===== src/hw/rtl/erp_pkg.sv =====
// Shared types, codes and constant functions of the task picker.
// No dependencies; imported by every module of the block but erp_div.
`timescale 1ns / 1ps

package erp_pkg;

   localparam int CMD_W      = 3;
   localparam int PID_W      = 16;
   localparam int VAL_W      = 31;
   localparam int TICK_W     = 32;
   localparam int STAT_W     = 3;
   localparam int OUT_SLOT_W = 6;
   localparam int POL_W      = 2;
   localparam int WGT_W      = 3;
   localparam int REQ_DATA_W = 80;
   localparam int RSP_DATA_W = 24;

   localparam int SLOTS_DEF     = 64;
   localparam int FRAC_BITS_DEF = 16;

   localparam logic [CMD_W-1:0] CMD_PICK       = 3'd0;
   localparam logic [CMD_W-1:0] CMD_ADD        = 3'd1;
   localparam logic [CMD_W-1:0] CMD_REMOVE     = 3'd2;
   localparam logic [CMD_W-1:0] CMD_SET_EXEC   = 3'd3;
   localparam logic [CMD_W-1:0] CMD_SET_DL     = 3'd4;
   localparam logic [CMD_W-1:0] CMD_SET_RATE   = 3'd5;
   localparam logic [CMD_W-1:0] CMD_SET_POLICY = 3'd6;
   localparam logic [CMD_W-1:0] CMD_READY      = 3'd7;

   localparam logic [STAT_W-1:0] ST_OK         = 3'd0;
   localparam logic [STAT_W-1:0] ST_NOT_FOUND  = 3'd1;
   localparam logic [STAT_W-1:0] ST_POL_SET    = 3'd2;
   localparam logic [STAT_W-1:0] ST_REJECT     = 3'd3;
   localparam logic [STAT_W-1:0] ST_NONE_READY = 3'd4;

   localparam logic [POL_W-1:0] POL_EDF  = 2'd0;
   localparam logic [POL_W-1:0] POL_RM   = 2'd1;
   localparam logic [POL_W-1:0] POL_NONE = 2'd2;

   localparam logic [63:0] ONE_Q24 = 64'd1 << 24;

   // One table entry.
   typedef struct packed {
      logic [PID_W-1:0]  pid;
      logic [POL_W-1:0]  policy;
      logic [VAL_W-1:0]  deadline;
      logic [TICK_W-1:0] arrival;
      logic [VAL_W-1:0]  run_time;
      logic [VAL_W-1:0]  rate;
      logic [WGT_W-1:0]  weight;
   } ent_type;

   // Controller commands to the datapath.
   typedef struct packed {
      logic load;
      logic rd_en;
      logic scan_a;
      logic exec;
      logic eval_b;
      logic fin;
   } ctl_type;

   // Datapath status to the controller.
   typedef struct packed {
      logic need_adm;
      logic div_idle;
   } sts_type;

   // max(1, trunc(((30-rate)*3+28)/29)); only rates below 30 give more than 1.
   function automatic logic [WGT_W-1:0] weight_of(input logic [VAL_W-1:0] rate);
      logic [6:0] num;
      logic [WGT_W-1:0] w;
      num = 7'd118 - 7'(3 * rate[4:0]);
      if (num >= 7'd116) begin
         w = 3'd4;
      end else if (num >= 7'd87) begin
         w = 3'd3;
      end else if (num >= 7'd58) begin
         w = 3'd2;
      end else begin
         w = 3'd1;
      end
      if (rate > 31'd29) begin
         w = 3'd1;
      end
      return w;
   endfunction

   // True when x (Q24) raised to n stays at or below 2.0.
   function automatic logic pow_fits(input logic [63:0] x, input int n);
      logic [63:0] acc;
      logic over;
      acc = ONE_Q24;
      over = 1'b0;
      for (int i = 0; i < n; i++) begin
         if (!over) begin
            acc = (acc * x) >> 24;
            if (acc > 2 * ONE_Q24) begin
               over = 1'b1;
            end
         end
      end
      return !over;
   endfunction

   // Liu-Layland bound times n in Q24: n*(2^(1/n)-1). Elaboration only.
   function automatic logic [63:0] bound_q24(input int n);
      logic [63:0] lo;
      logic [63:0] hi;
      logic [63:0] mid;
      lo = ONE_Q24;
      hi = 2 * ONE_Q24 + 1;
      if (n == 0) begin
         return 64'd0;
      end
      for (int i = 0; i < 32; i++) begin
         if (hi - lo > 1) begin
            mid = lo + ((hi - lo) >> 1);
            if (pow_fits(mid, n)) begin
               lo = mid;
            end else begin
               hi = mid;
            end
         end
      end
      return 64'(n) * (lo - ONE_Q24);
   endfunction

endpackage


===== src/hw/rtl/erp_ctrl.sv =====
// Sequencer of the task picker: scan, execute, admission scan, respond.
// Depends on erp_pkg.
`timescale 1ns / 1ps

module erp_ctrl #(
   parameter int SLOTS = erp_pkg::SLOTS_DEF,
   localparam int SLOT_W = $clog2(SLOTS)
) (
   input  logic             clock,
   input  logic             reset,
   input  logic             req_valid,
   output logic             req_ready,
   input  logic             out_free,
   output logic             rsp_load,
   input  erp_pkg::sts_type sts,
   output erp_pkg::ctl_type ctl,
   output logic [SLOT_W-1:0] rd_addr
);
   import erp_pkg::*;

   localparam logic [3:0] S_IDLE   = 4'd0;
   localparam logic [3:0] S_A_RD   = 4'd1;
   localparam logic [3:0] S_A_END  = 4'd2;
   localparam logic [3:0] S_EXEC   = 4'd3;
   localparam logic [3:0] S_B_RD   = 4'd4;
   localparam logic [3:0] S_B_EVAL = 4'd5;
   localparam logic [3:0] S_B_WAIT = 4'd6;
   localparam logic [3:0] S_B_FIN  = 4'd7;
   localparam logic [3:0] S_DONE   = 4'd8;

   localparam logic [SLOT_W-1:0] LAST = SLOT_W'(SLOTS - 1);

   logic [3:0]        state_ff, state_in;
   logic [SLOT_W-1:0] cnt_ff, cnt_in;

   always_comb begin
      state_in  = state_ff;
      cnt_in    = cnt_ff;
      ctl       = '0;
      req_ready = 1'b0;
      rsp_load  = 1'b0;
      rd_addr   = cnt_ff;
      unique case (state_ff)
         S_IDLE: begin
            req_ready = 1'b1;
            if (req_valid) begin
               ctl.load = 1'b1;
               cnt_in   = '0;
               state_in = S_A_RD;
            end
         end
         S_A_RD: begin
            ctl.rd_en  = 1'b1;
            ctl.scan_a = 1'b1;
            cnt_in     = cnt_ff + 1'b1;
            if (cnt_ff == LAST) begin
               state_in = S_A_END;
            end
         end
         S_A_END: begin
            state_in = S_EXEC;
         end
         S_EXEC: begin
            ctl.exec = 1'b1;
            cnt_in   = '0;
            state_in = sts.need_adm ? S_B_RD : S_DONE;
         end
         S_B_RD: begin
            ctl.rd_en = 1'b1;
            state_in  = S_B_EVAL;
         end
         S_B_EVAL: begin
            ctl.eval_b = 1'b1;
            state_in   = S_B_WAIT;
         end
         S_B_WAIT: begin
            if (sts.div_idle) begin
               cnt_in   = cnt_ff + 1'b1;
               state_in = (cnt_ff == LAST) ? S_B_FIN : S_B_RD;
            end
         end
         S_B_FIN: begin
            ctl.fin  = 1'b1;
            state_in = S_DONE;
         end
         S_DONE: begin
            if (out_free) begin
               rsp_load = 1'b1;
               state_in = S_IDLE;
            end
         end
         default: begin
            state_in = S_IDLE;
         end
      endcase
   end

   always_ff @(posedge clock) begin
      if (reset) begin
         state_ff <= S_IDLE;
         cnt_ff   <= '0;
      end else begin
         state_ff <= state_in;
         cnt_ff   <= cnt_in;
      end
   end

endmodule


===== config.mk =====
export PLATFORM = sky130hd
export DESIGN_NAME = erp_ctrl
export DESIGN_NICKNAME = d
export VERILOG_FILES = /design/src/hw/rtl/erp_pkg.sv /design/src/hw/rtl/erp_ctrl.sv
export SDC_FILE = /design/constraint.sdc
export NUM_CORES = 1
export LEC_CHECK = 0
export BUFFER_PORTS_ARGS = -buffer_cell sky130_fd_sc_hd__buf_2
export CAP_MARGIN = 20
export CORE_AREA = 2 2 44 42
export CTS_CLUSTER_DIAMETER = 50
export DETAILED_ROUTE_END_ITERATION = 8
export DIE_AREA = 0 0 46 44
export PLACE_DENSITY = 0.82
export SLEW_MARGIN = 10
export SYNTH_ARGS = -nofsm -noshare
export SYNTH_HDL_FRONTEND = slang
export SYNTH_SLANG_ARGS = --single-unit

===== constraint.sdc =====
create_clock -name clock -period 2.1 [get_ports clock]
set_clock_uncertainty 0.05 [all_clocks]
set_input_delay 0.42 -clock clock [delete_from_list [all_inputs] [get_ports clock]]
set_output_delay 0.42 -clock clock [all_outputs]
set_load 0.01 [all_outputs]

==> flow_metrics.py <==
metrics = {
    "run_status": {
        "status": "completed",
    },
    "cts": {
        "post-cts-setup-buffers": 0,
        "clk_latency_ns": 0.26,
        "clkSinkCount": 10,
        "clock_path_buffers": 2,
        "cts_root_buf": "clkbuf_4",
        "ctsHoldBuffers": 0,
        "clk_pin_slew_worst_paths_ns": 0.07,
        "cts_inserted_buffers": 3,
        "cts_tree": "yes",
        "cts-resized-gates": 0,
        "htreeDepth": 1,
    },
    "sta": {
        "fin_crit_sh_pct": 95.0,
        "fin_tns_setup_ns": 0,
        "max_freq_mhz": 501,
        "min_period_ns": 1.99,
        "worstMarginPinSlew_ns": 0.575,
        "relSlewSlack_pct": 61.6,
        "finalSetupViolations": 0,
        "slew_viol_final": 0,
        "holdWs_ns": 0.450,
        "hold_viol": 0,
    },
    "setup_path": {
        "rrSetupSlack_ns": 0.34,
        "critPathLaunchType": "register",
        "r2r_end": "rd_addr[3]$_SDFFE_PP0P_",
        "reg2regPathDepth": 5,
        "crit_arrival_ns": 1.52,
        "critPathKind": "reg2out",
        "critPathCaptureType": "output pin",
        "path_max_fanout": 15,
        "required_ns": 1.63,
        "r2r-start": "state_ff[0]$_SDFFE_PP0P_",
    },
    "routing": {
        "drt_iter0_markers": 10,
        "dr_total_vias": 737,
        "ant_nets": 0,
        "wl_per_cell_microns": 13.3,
        "avgViaCountPerCell": 5.80,
        "drc": 0,
        "dr.pass1.iters": 4,
        "totalWireLength_mm": 1.69,
    },
    "synthesis": {
        "yosys.area_share.simple_pct": 33.6,
        "ys_seq_area_share_pct": 28.2,
        "synth_mux_area_share_pct": 0,
        "avgSynthCellArea_sq_um": 7.56,
        "synth_compound_area_share_pct": 25.7,
        "synth.most_common_cell": "a21oi_1",
        "synth-seq-cells": 10,
        "synth_fa_ha_area_share_pct": 1.76,
        "synthArstFlopShare_pct": 0,
        "synth_xor_area_share_pct": 1.23,
        "synth-edff-count": 0,
        "synth_commonest_cells": "a21oi_1, dfxtp_1, inv_1, nand2_1",
        "synth_warnings": 0,
        "ys.flop_type": "dfxtp_1",
        "ys_types": 36,
        "yosys.area.top_type": "dfxtp_1",
        "synthTopCellsByArea": "dfxtp_1, a21oi_1, o32ai_1",
        "syn_area_sq_um": 711,
        "synthCells": 94,
        "syn-num-nets": 101,
        "synth_top_family_by_area": "simple AND/OR/NAND/NOR gates",
        "yosysTopAreaCellShare_pct": 28.2,
    },
    "hold_path": {
        "whs_endpoint": "rd_addr[1]$_SDFFE_PP0P_",
        "hold_class": "reg2reg",
        "hold_depth": 2,
        "hold_start": "rd_addr[1]$_SDFFE_PP0P_",
    },
    "global_routing": {
        "grt_overflow_total": 0,
        "antenna_found_initial": 0,
        "grt_pass1_wl_mm": 2.70,
        "grt_pass1_vias": 642,
        "grt_usage_pct": 18.1,
        "grt_max_degree": 18,
    },
    "power": {
        "leakage_nw": 0.336,
        "powerDensity_mw_per_mm2": 991,
        "vdd_ir_drop_max_v": 0.000392,
    },
    "placement": {
        "dp.final_hpwl_mm": 1.24,
        "post-place-cells": 123,
        "postPlaceCellArea_sq_um": 796,
        "io_buffers": 19,
        "globalplace.congestion": 0.878,
    },
    "floorplan": {
        "core_sq_mm": 0.00158,
        "io_pins": 20,
        "die_h_microns": 44,
        "start_util_pct": 45.1,
        "die-width_microns": 46,
        "dieArea_sq_mm": 0.00202,
        "rows": 14,
    },
    "final_layout": {
        "syn_to_final_growth_pct": 18.0,
        "diodes": 0,
        "layout-drive-gt1-share_pct": 27.9,
        "design_area_sq_um": 838,
        "final_cells": 127,
        "fin_nets": 119,
    },
    "job": {
        "cap_violations": 0,
    },
}
[metrics by stage]
stage	total power, mW	utilization (%)	setup slack (ns)
finish	0.831	53.2	0.105
CTS	0.832	52.8	0.0171
global route	0.896	53.2	-0.00621
floorplan	0.562	-	0.321
detailed placement	0.655	50.5	0.309
global placement	0.634	50.5	0.382
[cell type report]
type                            instances  area, sq um
Multi-Input combinational cell         69          449
Clock buffer                            4         36.3
Tap cell                               16         20.0
Inverter                                8         30.0
Fill cell                             168          738
Timing Repair Buffer                   20          103
Sequential cell                        10          200
[cells by family (layout without fill, tap and decap cells)]
| kind of cell | after synthesis | after routing |
|---|---|---|
| buffers and inverters | 15 | 32 |
| DFF | 10 | 10 |
| xor gates and xnor gates | 1 | 1 |
| and+or+nand+nor | 41 | 41 |
| AOI/OAI and AO/OA | 26 | 26 |
| adders and majority gates | 1 | 1 |
[flip-flops by register name, summed over array words and instances, names as in the netlist]
| register | flops |
|---|---|
| rd_addr | 6 |
| state_ff | 4 |
[critical path, stage by stage (launching register included)]
cell and delay (ns):
dfxtp_1 0.60, inv_1 0.15, nor4_1 0.33, buf_2 0.19
[layer usage]
| layer | part of all wire [%] | up-vias | GRT usage [%] |
|---|---|---|---|
| met5 | 0 | - | 0 |
| met4 | 0.59 | 0 | 6.86 |
| met3 | 4.7 | 2 | 2.50 |
| met2 | 47 | 26 | 29.7 |
| met1 | 48 | 331 | 23.5 |
| li1 | - | 378 | - |
[power by group]
group	total [mW]	leakage [nW]	internal, mW	switching [mW]
Clock	0.176	0.0210	0.105	0.0713
Combinational	0.368	0.234	0.160	0.208
Sequential	0.287	0.0813	0.215	0.0722
[how the worst max path moves through the flow]
| stage | startpoint | to | cells past startpoint |
|---|---|---|---|
| finish | state_ff[1]$_SDFFE_PP0P_ | ctl[2] | 3 |
| global route | state_ff[1]$_SDFFE_PP0P_ | ctl[2] | 3 |
| CTS | state_ff[0]$_SDFFE_PP0P_ | ctl[3] | 3 |
| detailed placement | state_ff[0]$_SDFFE_PP0P_ | ctl[3] | 3 |
| global placement | state_ff[0]$_SDFFE_PP0P_ | ctl[3] | 3 |
| floorplan | state_ff[2]$_SDFFE_PP0P_ | ctl[5] | 4 |
[layout by cell type, fill, tap and decap left out, types with 2 or more instances in the layout]
master	instances
clkbuf_4	3
nor2_1	4
o32ai_1	4
nand3b_1	2
buf_2	19
or2_2	2
a21oi_1	12
inv_1	8
nor3_1	2
nor3b_1	3
dfxtp_1	10
nor4_1	3
a21o_1	2
or3_1	4
nand3_1	4
nand2_1	7
nor2b_1	2
No activity file was read; power rests on OpenSTA's default activity.
